[src/rtl/core/awip_pkg.sv]
// Package for the adaptive width integer packer.
// Holds the item and result types, the width codes and the code and size tables.
// No dependencies.
package awip_pkg;

	localparam int MAX_ROWS = 16;
	localparam int ROW_W = (MAX_ROWS > 1) ? $clog2(MAX_ROWS) : 1;
	localparam int CNT_W = $clog2(MAX_ROWS + 1);

	localparam logic [2:0] CODE_NONE = 3'd0;
	localparam logic [2:0] CODE_W1 = 3'd1;
	localparam logic [2:0] CODE_W2 = 3'd2;
	localparam logic [2:0] CODE_W4 = 3'd3;
	localparam logic [2:0] CODE_W8 = 3'd4;
	localparam logic [2:0] CODE_W16 = 3'd5;
	localparam logic [2:0] CODE_W32 = 3'd6;

	typedef struct packed {
		logic signed [31:0] value;
		logic last_value;
	} awip_in_t;

	typedef struct packed {
		logic [7:0] packed_byte;
		logic byte_valid;
		logic [2:0] width_code;
		logic [6:0] byte_count;
		logic last_byte;
	} awip_out_t;

	typedef struct packed {
		logic [2:0] code;
		logic [2:0] pos;
	} awip_lane_ctl_t;

	function automatic logic [2:0] row_code(input logic signed [31:0] v);
		logic [2:0] c;
		if (v < 0) begin
			if (v >= -32'sd128) c = CODE_W8;
			else if (v >= -32'sd32768) c = CODE_W16;
			else c = CODE_W32;
		end else begin
			if (v == 32'sd0) c = CODE_NONE;
			else if (v == 32'sd1) c = CODE_W1;
			else if (v <= 32'sd3) c = CODE_W2;
			else if (v <= 32'sd15) c = CODE_W4;
			else if (v <= 32'sd127) c = CODE_W8;
			else if (v <= 32'sd32767) c = CODE_W16;
			else c = CODE_W32;
		end
		return c;
	endfunction

	function automatic logic [6:0] short_bytes(input logic [2:0] code, input logic [2:0] rows);
		logic [6:0] nb;
		nb = 7'd1;
		if (code == CODE_W4 && rows >= 3'd3) nb = 7'd2;
		return nb;
	endfunction

	function automatic logic [2:0] short_code(input logic [2:0] code, input logic [2:0] rows);
		logic [2:0] c;
		c = CODE_W4;
		if (code != CODE_W4 && rows >= 3'd3) c = CODE_W2;
		return c;
	endfunction

	function automatic logic [3:0] sub_bits(input logic [2:0] code);
		logic [3:0] eb;
		unique case (code)
			CODE_W1: eb = 4'd1;
			CODE_W2: eb = 4'd2;
			default: eb = 4'd4;
		endcase
		return eb;
	endfunction

	function automatic logic [1:0] lane_last(input logic [2:0] code);
		logic [1:0] l;
		unique case (code)
			CODE_W16: l = 2'd1;
			CODE_W32: l = 2'd3;
			default: l = 2'd0;
		endcase
		return l;
	endfunction

endpackage

[src/rtl/core/awip_store.sv]
// Column store: MAX_ROWS words of 32 bits, one write port, one read port.
// Depends on awip_pkg.
module awip_store
	import awip_pkg::*;
(
	input logic clk,
	input logic we,
	input logic [ROW_W-1:0] waddr,
	input logic [31:0] wdata,
	input logic [ROW_W-1:0] raddr,
	output logic [31:0] rdata
);

	logic [31:0] mem_q [MAX_ROWS];

	always_ff @(posedge clk) begin
		if (we) begin
			mem_q[waddr] <= wdata;
		end
	end

	assign rdata = mem_q[raddr];

endmodule

[src/rtl/core/awip_lane.sv]
// Shared byte unit: selects a byte lane of a stored word or merges a sub-byte
// entry into the byte being built. Depends on awip_pkg.
module awip_lane
	import awip_pkg::*;
(
	input awip_lane_ctl_t ctl,
	input logic [7:0] acc,
	input logic [31:0] data,
	output logic [7:0] byte_out
);

	logic [3:0] eb;
	logic [7:0] mask;

	always_comb begin
		eb = sub_bits(ctl.code);
		mask = 8'((9'd1 << eb) - 9'd1);
		if (ctl.code >= CODE_W8) begin
			byte_out = 8'(data >> {ctl.pos[1:0], 3'b000});
		end else begin
			byte_out = acc | 8'((data[7:0] & mask) << ctl.pos);
		end
	end

endmodule

[src/rtl/core/adaptive_width_int_packer_core.sv]
// Adaptive width integer packer, top level with the packing sequencer.
// Depends on awip_pkg, awip_store and awip_lane.
//
// Items that are not marked last are taken whenever busy is low and only stored
// (up to MAX_ROWS rows; later ones are dropped). An item marked last is stored
// too and holds busy while the sequencer reads the n stored rows in turn through
// the single store read port to find the width code, sizes the output, then
// emits through the shared byte unit: one byte at a time for 8, 16 and 32-bit
// entries, one row at a time for sub-byte entries (a byte goes out each time it
// fills), nothing for an all-zero column, whose single result is issued by the
// sizing state.
// Each result is shown for one cycle on result with strobe high; the
// receiver cannot stall, so it must take every strobe.
module adaptive_width_int_packer_core
	import awip_pkg::*;
(
	input logic clk,
	input logic arst_n,
	input logic start,
	output logic busy,
	input awip_in_t item,
	output logic strobe,
	output awip_out_t result
);

	localparam logic [1:0] ST_IDLE = 2'd0;
	localparam logic [1:0] ST_SCAN = 2'd1;
	localparam logic [1:0] ST_SIZE = 2'd2;
	localparam logic [1:0] ST_EMIT = 2'd3;

	logic [1:0] state_q;
	logic [CNT_W-1:0] row_cnt_q;
	logic [CNT_W-1:0] n_q;
	logic [ROW_W-1:0] idx_q;
	logic [2:0] code_q;
	logic [2:0] fcode_q;
	logic [6:0] nb_q;
	logic [6:0] k_q;
	logic [2:0] lane_q;
	logic [7:0] acc_q;
	logic strobe_q;
	awip_out_t result_q;

	logic accept;
	logic full;
	logic [31:0] rd_data;
	logic [2:0] rc;
	logic last_row;
	logic [2:0] size_code;
	logic [6:0] size_nb;
	logic [10:0] size_sum;
	logic [7:0] lane_byte;
	logic [3:0] next_pos;
	logic flush;
	logic k_last;
	awip_lane_ctl_t lane_ctl;

	assign busy = (state_q != ST_IDLE);
	assign accept = start && !busy;
	assign full = (row_cnt_q == CNT_W'(MAX_ROWS));
	assign strobe = strobe_q;
	assign result = result_q;

	awip_store u_store (
		.clk(clk),
		.we(accept && !full),
		.waddr(row_cnt_q[ROW_W-1:0]),
		.wdata(item.value),
		.raddr(idx_q),
		.rdata(rd_data)
	);

	assign lane_ctl = '{code: fcode_q, pos: lane_q};

	awip_lane u_lane (
		.ctl(lane_ctl),
		.acc(acc_q),
		.data(rd_data),
		.byte_out(lane_byte)
	);

	always_comb begin
		rc = row_code(rd_data);
		last_row = (CNT_W'(idx_q) + CNT_W'(1)) == n_q;
		size_sum = (11'(n_q) << code_q) + 11'd14;
		size_code = code_q;
		size_nb = size_sum[10:4];
		if (code_q == CODE_W32) begin
			size_nb = 7'({n_q, 2'b00});
		end else if (n_q < 5 && code_q < CODE_W8) begin
			size_nb = short_bytes(code_q, 3'(n_q));
			size_code = short_code(code_q, 3'(n_q));
		end
		next_pos = {1'b0, lane_q} + sub_bits(fcode_q);
		flush = (next_pos == 4'd8) || last_row;
		k_last = (k_q + 7'd1) == nb_q;
	end

	always_ff @(posedge clk or negedge arst_n) begin
		if (!arst_n) begin
			state_q <= ST_IDLE;
			row_cnt_q <= '0;
			n_q <= '0;
			idx_q <= '0;
			code_q <= CODE_NONE;
			fcode_q <= CODE_NONE;
			nb_q <= '0;
			k_q <= '0;
			lane_q <= '0;
			acc_q <= '0;
			strobe_q <= 1'b0;
		end else begin
			strobe_q <= 1'b0;
			unique case (state_q)
				ST_IDLE: begin
					if (accept) begin
						if (item.last_value) begin
							n_q <= full ? row_cnt_q : row_cnt_q + CNT_W'(1);
							row_cnt_q <= '0;
							idx_q <= '0;
							code_q <= CODE_NONE;
							state_q <= ST_SCAN;
						end else if (!full) begin
							row_cnt_q <= row_cnt_q + CNT_W'(1);
						end
					end
				end
				ST_SCAN: begin
					if (rc > code_q) begin
						code_q <= rc;
					end
					idx_q <= idx_q + ROW_W'(1);
					if (last_row) begin
						idx_q <= '0;
						state_q <= ST_SIZE;
					end
				end
				ST_SIZE: begin
					if (code_q == CODE_NONE) begin
						strobe_q <= 1'b1;
						state_q <= ST_IDLE;
					end else begin
						fcode_q <= size_code;
						nb_q <= size_nb;
						k_q <= '0;
						lane_q <= '0;
						acc_q <= '0;
						idx_q <= '0;
						state_q <= ST_EMIT;
					end
				end
				ST_EMIT: begin
					if (fcode_q >= CODE_W8) begin
						strobe_q <= 1'b1;
						k_q <= k_q + 7'd1;
						if (lane_q[1:0] == lane_last(fcode_q)) begin
							lane_q <= '0;
							idx_q <= idx_q + ROW_W'(1);
						end else begin
							lane_q <= lane_q + 3'd1;
						end
						if (k_last) begin
							state_q <= ST_IDLE;
						end
					end else begin
						idx_q <= idx_q + ROW_W'(1);
						if (flush) begin
							strobe_q <= 1'b1;
							k_q <= k_q + 7'd1;
							acc_q <= '0;
							lane_q <= '0;
							if (k_last) begin
								state_q <= ST_IDLE;
							end
						end else begin
							acc_q <= lane_byte;
							lane_q <= next_pos[2:0];
						end
					end
				end
			endcase
		end
	end

	always_ff @(posedge clk) begin
		if (state_q == ST_SIZE) begin
			result_q <= '{packed_byte: 8'd0, byte_valid: 1'b0, width_code: CODE_NONE,
				byte_count: 7'd0, last_byte: 1'b1};
		end else if (state_q == ST_EMIT) begin
			result_q <= '{packed_byte: lane_byte, byte_valid: 1'b1, width_code: fcode_q,
				byte_count: nb_q, last_byte: k_last};
		end
	end

endmodule
[config.mk]
export PLATFORM = sky130hd
export DESIGN_NAME = adaptive_width_int_packer_core
export DESIGN_NICKNAME = d
export VERILOG_FILES = /design/src/rtl/core/awip_pkg.sv /design/src/rtl/core/awip_store.sv /design/src/rtl/core/awip_lane.sv /design/src/rtl/core/adaptive_width_int_packer_core.sv
export SDC_FILE = /design/constraint.sdc
export NUM_CORES = 1
export LEC_CHECK = 0
export BUFFER_PORTS_ARGS = -buffer_cell sky130_fd_sc_hd__buf_2
export CAP_MARGIN = 20
export CORE_MARGIN = 1.5
export CORE_UTILIZATION = 55
export CTS_CLUSTER_DIAMETER = 80
export DETAILED_ROUTE_END_ITERATION = 16
export PLACE_DENSITY = 0.83
export SLEW_MARGIN = 20
export SYNTH_ARGS = -nofsm -noshare
export SYNTH_HDL_FRONTEND = slang
export SYNTH_SLANG_ARGS = --single-unit
export TNS_END_PERCENT = 30
[constraint.sdc]
create_clock -name clk -period 5.9 [get_ports clk]
set_clock_uncertainty 0.1 [all_clocks]
set_input_delay 0.295 -clock clk [delete_from_list [all_inputs] [get_ports clk]]
set_output_delay 0.295 -clock clk [all_outputs]
set_load 0.05 [all_outputs]
Yosys cells after proc, flatten, opt, wreduce, memory -nomap -nowiden
Memories as Yosys holds them, arrays and structs flattened.
Cells that the tools add are included.
Widths: inputs -> output; s select.
{"block": "totals", "regBits": 68, "ramBits": 512, "inputBits": 36, "out_inout_bits": 22, "word_cells": 151, "memories": 1}
{"block": "op_classes", "addsub": 8, "magnitude_cmp": 12, "n_eq_ne": 24, "n_shift": 4, "n_mux": 60, "n_bitwise": 3, "reduce_logical": 23}
{"memory": "u_store.mem_q", "words": 16, "word_bits": 32, "rd": 1, "rd_ports_with_merged_regs": 0, "write_ports": 1, "line": "awip_store.sv:14", "rtl": "logic [31:0] mem_q [MAX_ROWS];"}
{"operator": "$mux 3", "n": 14}
{"operator": "$mux 7", "n": 5}
{"operator": "$eq 32x2->1 const B", "n": 1}
{"operator": "$ge 32x16->1 const B", "n": 1}
{"operator": "$ge 32x8->1 const B", "n": 1}
{"operator": "$le 32x16->1 const B", "n": 1}
{"operator": "$le 32x3->1 const B", "n": 1}
{"operator": "$le 32x5->1 const B", "n": 1}
{"operator": "$le 32x8->1 const B", "n": 1}
{"operator": "$logic_not 32->1", "n": 1}
{"operator": "$lt 32x1->1 const B", "n": 1}
{"operator": "$mux 8", "n": 4}
{"operator": "$shr 32x5->8", "n": 1}
{"operator": "$mux 2", "n": 14}
{"operator": "$mux 4", "n": 6}
{"operator": "$pmux 3 s2", "n": 3}
{"operator": "$pmux 4 s4", "n": 1}
{"operator": "$pmux 8 s2", "n": 1}
{"operator": "$pmux 7 s2", "n": 1}
{"operator": "$ne 2x2->1 const B", "n": 6}
{"operator": "$reduce_and 4->1", "n": 3}
{"operator": "$add 11x4->11 const B", "n": 1}
{"operator": "$shl 5x3->11", "n": 1}
{"operator": "$mux 5", "n": 2}
{"operator": "41 further kinds", "n": 62}

Depth between registers and ports, before layout
An unclocked memory read counts as a cell.
{"block": "logic_depth", "ltp_word": 12, "mapped_depth": 18, "mapped_depth_nobuf": 13}

By module
From an unflattened synthesis, not the netlist that was laid out.
{"block": "unflattened", "hier_cells": 1321, "hier_area_um2": 23877.9}
{"module": "awip_store", "instances": 1, "cells_each": 806, "area_per_inst_um2": 19194.7, "seq_area_each_um2": 15374.7}
{"module": "adaptive_width_int_packer_core", "instances": 1, "cells_each": 432, "area_per_inst_um2": 3880.0, "seq_area_each_um2": 1601.5}
{"module": "awip_lane", "instances": 1, "cells_each": 83, "area_per_inst_um2": 803.3, "seq_area_each_um2": 0.0}

Worst setup path after synthesis
OpenSTA, ideal clock, no wires.
{"block": "synth_path", "path_kind": "reg2reg", "start": "reg idx_q[0]", "end": "reg code_q[0]", "setup_time_ps": 126, "t_arrival_ps": 3968, "required_time_ps": 5674, "setup_slack_ps": 1706, "stages_incl_launch_ff": 16, "path_buffers": 2, "period_less_slack_ps": 4194, "cell_sequence": "dfrtp_1 -> buf_6 -> buf_6 -> mux4_2 -> a22o_1 -> a221oi_1 -> nand4_1 -> or4_4 -> a211oi_2 -> nor2_1 -> ha_1 -> nor2b_1 -> o21a_1 -> o21ai_1 -> inv_1 -> a221o_1"}
{"block": "synth_between", "elab_chain_cells": 12, "elab_cells_between_ends": 24, "cone_classes": "order compare: 8; eq/ne: 2; mux: 11; reduce/logical: 2; memory: 1"}
{"item": "start, declared", "line": "adaptive_width_int_packer_core.sv:34", "rtl": "logic [ROW_W-1:0] idx_q;"}
{"item": "start signal, assigned", "line": "adaptive_width_int_packer_core.sv:132", "rtl": "idx_q <= idx_q + ROW_W'(1);"}
{"item": "start signal, assigned", "line": "adaptive_width_int_packer_core.sv:158", "rtl": "idx_q <= idx_q + ROW_W'(1);"}
{"item": "start signal, assigned", "line": "adaptive_width_int_packer_core.sv:166", "rtl": "idx_q <= idx_q + ROW_W'(1);"}
{"item": "$mem_v2 16x32 (*)"}
{"item": "$le 32x16->1", "line": "awip_pkg.sv:48", "rtl": "else if (v <= 32'sd32767) c = CODE_W16;"}
{"item": "$mux 2", "line": "awip_pkg.sv:48"}
{"item": "$mux 2", "line": "awip_pkg.sv:47", "rtl": "else if (v <= 32'sd127) c = CODE_W8;"}
{"item": "$mux 3", "line": "awip_pkg.sv:46", "rtl": "else if (v <= 32'sd15) c = CODE_W4;"}
{"item": "$mux 3", "line": "awip_pkg.sv:45", "rtl": "else if (v <= 32'sd3) c = CODE_W2;"}
{"item": "$mux 3", "line": "awip_pkg.sv:44", "rtl": "else if (v == 32'sd1) c = CODE_W1;"}
{"item": "$mux 3", "line": "awip_pkg.sv:43", "rtl": "if (v == 32'sd0) c = CODE_NONE;"}
{"item": "$mux 3 (*)", "line": "awip_pkg.sv:38", "rtl": "if (v < 0) begin"}
{"item": "$gt 3x3->1", "line": "adaptive_width_int_packer_core.sv:129", "rtl": "if (rc > code_q) begin"}
{"item": "$ne 2x2->1 (no line)"}
{"item": "$reduce_and 4->1 (no line)"}
{"item": "end signal, assigned", "line": "adaptive_width_int_packer_core.sv:130", "rtl": "code_q <= rc;"}
{"item": "end, declared", "line": "adaptive_width_int_packer_core.sv:35", "rtl": "logic [2:0] code_q;"}
Mark *: on every way between the ends. The rest lies on a longest branch, timed or not. The select of a mux whose other input is x is not followed.
A chain may end at the register's enable or synchronous reset.

Worst setup path in the final report
Ends and elaborated chain as after synthesis.

==> metrics.md <==
| Metric | Value |
|---|---|
| Status | finished clean |
| Yosys reg bits | 580 |
| Largest net degree at the start of global routing | 66 |
| Internal Power | between 8000 and 9000 uW |
| Area Overhead vs Synth | 12.72% |
| Setup crit start | idx_q[0] |
| Core Region | approximately 43000 um^2 |
| Simple-Gate Fraction of Synth Area | 5.021% |
| CTS max path bufs | 3 |
| Root Driver | clkbuf_16 |
| Clock Latency Late Sink | around 0.61 ns |
| WP data required | 6.29 ns |
| Layout cells sized above 1 | 21.91% |
| Detailed Route Iter0 Violations | roughly 1800 |
| Die Y-Extent | 212.2 um |
| Ys Warns | 0 |
| Fmax | 0.1962 GHz |
| Pwr Density | around 460 nW/um^2 |
| Share of flip-flops with an asynchronous set or reset | a little over 8% |
| Fillcell total | around 2900 |
| Gr usage total | between 20% and 30% |
| Most used flip-flop cell after synthesis | edfxtp_1 |
| Net Switching | approximately 4200 uW |
| Post-synthesis adder-cell area fraction | 1.019% |
| Area contributors post-synth | edfxtp_1 64%, mux4_2 12%, dfrtp_1 5.0% |
| Seq pwr share | about 40% |
| Synth Instances | 1378 |
| Net Sw Frac | approximately a third |
| Slew margin rel. | between 30% and 40% |
| MaxCap Viol Count | 0 |
| Post-CTS Resized | 0 |
| Site Rows | 76 |
| Setup TNS | 0 ns |
| Vias per std cell | around 6.5 |
| Clk sinks | 580 |
| Crit Path Max Fanout | 14 |
| Syn_nets | roughly 1400 |
| Final Max Slew Viols | 0 |
| Port buffer count | 57 |
| Post-DRT Antenna Nets | 0 |
| GR Overflow Total | 0 |
| Synth area leader | edfxtp_1 |
| Worst min path class | in2reg |
| Drc violations | 0 |
| RR Startpoint | idx_q[0] |
| Multi-input gate area | 6563 um^2 |
| Leakage | roughly 0.0091 uW |
| Worst vdd ir | 287.9 uV |
| Post-synth EDFFs | ~510 |
| Syn_area_per_cell | 17.47 um^2 |
| WL final | between 50 and 60 mm |
| Area of the die | 45030 um^2 |
| Layout net count | 1536 |
| FF-to-FF setup slack | ~0.80 ns |
| CTS HTree Levels | 2 |
| RSZ-0062 raised after global routing | false |
| Placed instance count | just under 2000 |
| Via count | roughly 14000 |
| DIE WIDTH | ~210 um |
| CP endpoint | code_q[0] |
| First-pass GRT wire length | 85.52 mm |
| Seq/Total Area, Yosys | 70.53% |
| Period minus WS final | roughly 5.1 ns |
| Wire per inst | 27.06 um |
| Count of cell types in the netlist | 76 |
| Fin cells | roughly 2100 |
| R2R depth | 14 |
| R2r endpoint | code_q[0] |
| Hpwl dp | between 30 and 40 mm |
| Startpoint Class | flop |
| Clk slew on worst S/H paths | around 0.070 ns |
| Critical Path AT | about 5.5 ns |
| Fin. Hold Viols | 0 |
| GPL Wtd Cong | between 0.9 and 1 |
| CTS tree | yes |
| Worst Tran Pin Value | about 1.0 ns |
| Netlist Area Pre-Place | 24070 um^2 |
| Clock share of power | roughly 28% |
| Initial Util | a little under three fifths |
| XOR/XNOR Fraction of Synth Area | less than 1% |
| Sequential cell area | about 17000 um^2 |
| Hold Slack | 0.02244 ns |
| Crit Path Category | reg2reg |
| Boundary pin count | between 50 and 60 |
| Critical Path End Type | flop |
| Comb pwr share | about 31% |
| Final setup viols | 0 |
| Main combinational cell family by area after synthesis | multiplexers |
| Period utilisation layout | 86.40% |
| Synth Area in Compound Gates | 6.518% |
| Top-area cell type share of the netlist area | a little under two thirds |
| Initial antenna violation count | 0 |
| TritonCTS buffer count | 56 |
| DR pass1 iterations | 6 |
| Multiplexer share of the synthesized area | around 14% |
| Vias in the first global route | about 14000 |
-- synthesized netlist by cell type, drive strengths merged, types with 32 or more instances --
master,n
a21oi,32
a22oi,32
buf,34
clkbuf,46
dfrtp,48
edfxtp,512
inv,35
mux2i,42
mux4,123
nand2,82
nor2,52
o21ai,46
-- worst min-delay path by stage --
stage,start,endpoint,slack [ns],depth (start not counted)
after global routing,start,state_q[0],0.02,3
after floorplan,arst_n,acc_q[0],-0.10,0
after global placement,result[3],result[3],0.34,1
after CTS,start,state_q[0],0.004,3
final,start,state_q[0],0.02,3
after detailed placement,result[12],result[12],0.34,1
-- placed cells by master (no fill, tap or decap), types with 6 or more instances in the layout --
cell type,netlist,final
nor2b_1,10,10
xnor2_1,17,17
nand2_1,82,82
nand3_1,19,19
nor4_1,7,7
nand4_1,8,8
buf_2,17,57
clkbuf_1,45,13
dfrtp_1,48,45
a221oi_1,17,17
clkbuf_16,0,59
a22oi_1,32,32
nor3_1,10,10
nor2_1,52,50
and2_1,21,9
o21ai_1,10,10
nand2b_1,9,9
a22o_1,8,8
mux2i_1,42,42
a31oi_1,6,6
dfxtp_1,20,20
a21oi_1,32,32
o21ai_0,36,36
mux2_2,11,11
clkinv_2,0,10
clkinv_1,1,13
ha_1,18,18
inv_1,34,34
mux4_2,123,123
o2bb2ai_1,10,10
dlygate4sd3_1,0,34
and2_2,0,12
o32ai_1,8,8
buf_4,3,31
edfxtp_1,512,512
-- state kept, by name, summed over array words and instances, names as in the netlist --
register       cells
idx_q              4
state_q            2
code_q             3
k_q                7
acc_q              8
result            20
n_q                5
u_store.mem_q    512
lane_q             3
row_cnt_q          5
nb_q               7
strobe             1
fcode_q            3
-- what timing repair did --
item,4_1_cts,5_1_grt
buffers inserted,0,0
hold buffers,34,0
endpoints found under the hold margin,562,0
-- power by group through the flow --
stage	clock [uW]	combinational (uW)	sequential, uW
6_report	3490	3920	5110
5_1_grt	3680	4200	5150
4_1_cts	3530	3890	5100
3_5_place_dp	0	3810	5180
3_3_place_gp	0	3730	5170
2_1_floorplan	0	2910	5120
-- metal layers --
metal | routed length (um) | vias to the layer above | share of wire [%] | GRT usage (%)
met5 | 0 | - | 0 | 0
met2 | 27760 | 871 | 49 | 42.34
met4 | 2132 | 0 | 3.7 | 10.86
li1 | - | 5758 | - | -
met3 | 5787 | 154 | 10 | 5.185
met1 | 21540 | 6880 | 38 | 35.07
-- final cells by class --
class	instances	share of cell area [%]
Sequential cell	580	62.60
Multi-Input combinational cell	682	24.19
Clock buffer	75	5.751
Timing Repair Buffer	125	3.385
Tap cell	585	2.698
Clock inverter	31	0.8716
Inverter	36	0.4980
Antenna cell	1	0.009223
-- per-stage QoR --
stage	worst slack (ns)	power (uW)	util, %	area (um^2)
floorplan	1.706	8031	-	24070
global placement	1.021	8898	57.89	24990
detailed placement	0.9393	8992	57.89	24990
CTS	0.8399	12520	62.84	27130
global route	0.5084	13030	62.84	27130
finish	0.8024	12520	62.85	27130
-- worst max-delay path, cell delays in order (launching register included) --
cell      delay, ns
dfrtp_4        0.61
buf_4          0.30
mux4_2         0.54
a22o_1         0.23
a221oi_1       0.62
nand4_1        0.21
or4_4          0.62
a211oi_2       0.25
nor2_1         0.09
ha_1           0.30
nor2b_1        0.13
o21a_1         0.16
o21ai_1        0.36
inv_1          0.08
a221o_1        0.35
-- cells by family after synthesis --
kind of cell	after synthesis
AOI/OAI and AO/OA	221
buffers and inverters	116
DFF	580
muxes	176
and+or+nand+nor	244
xor gates and xnor gates	22
adders and majority gates	19
Note: power is estimated with default switching activity, not from simulation.
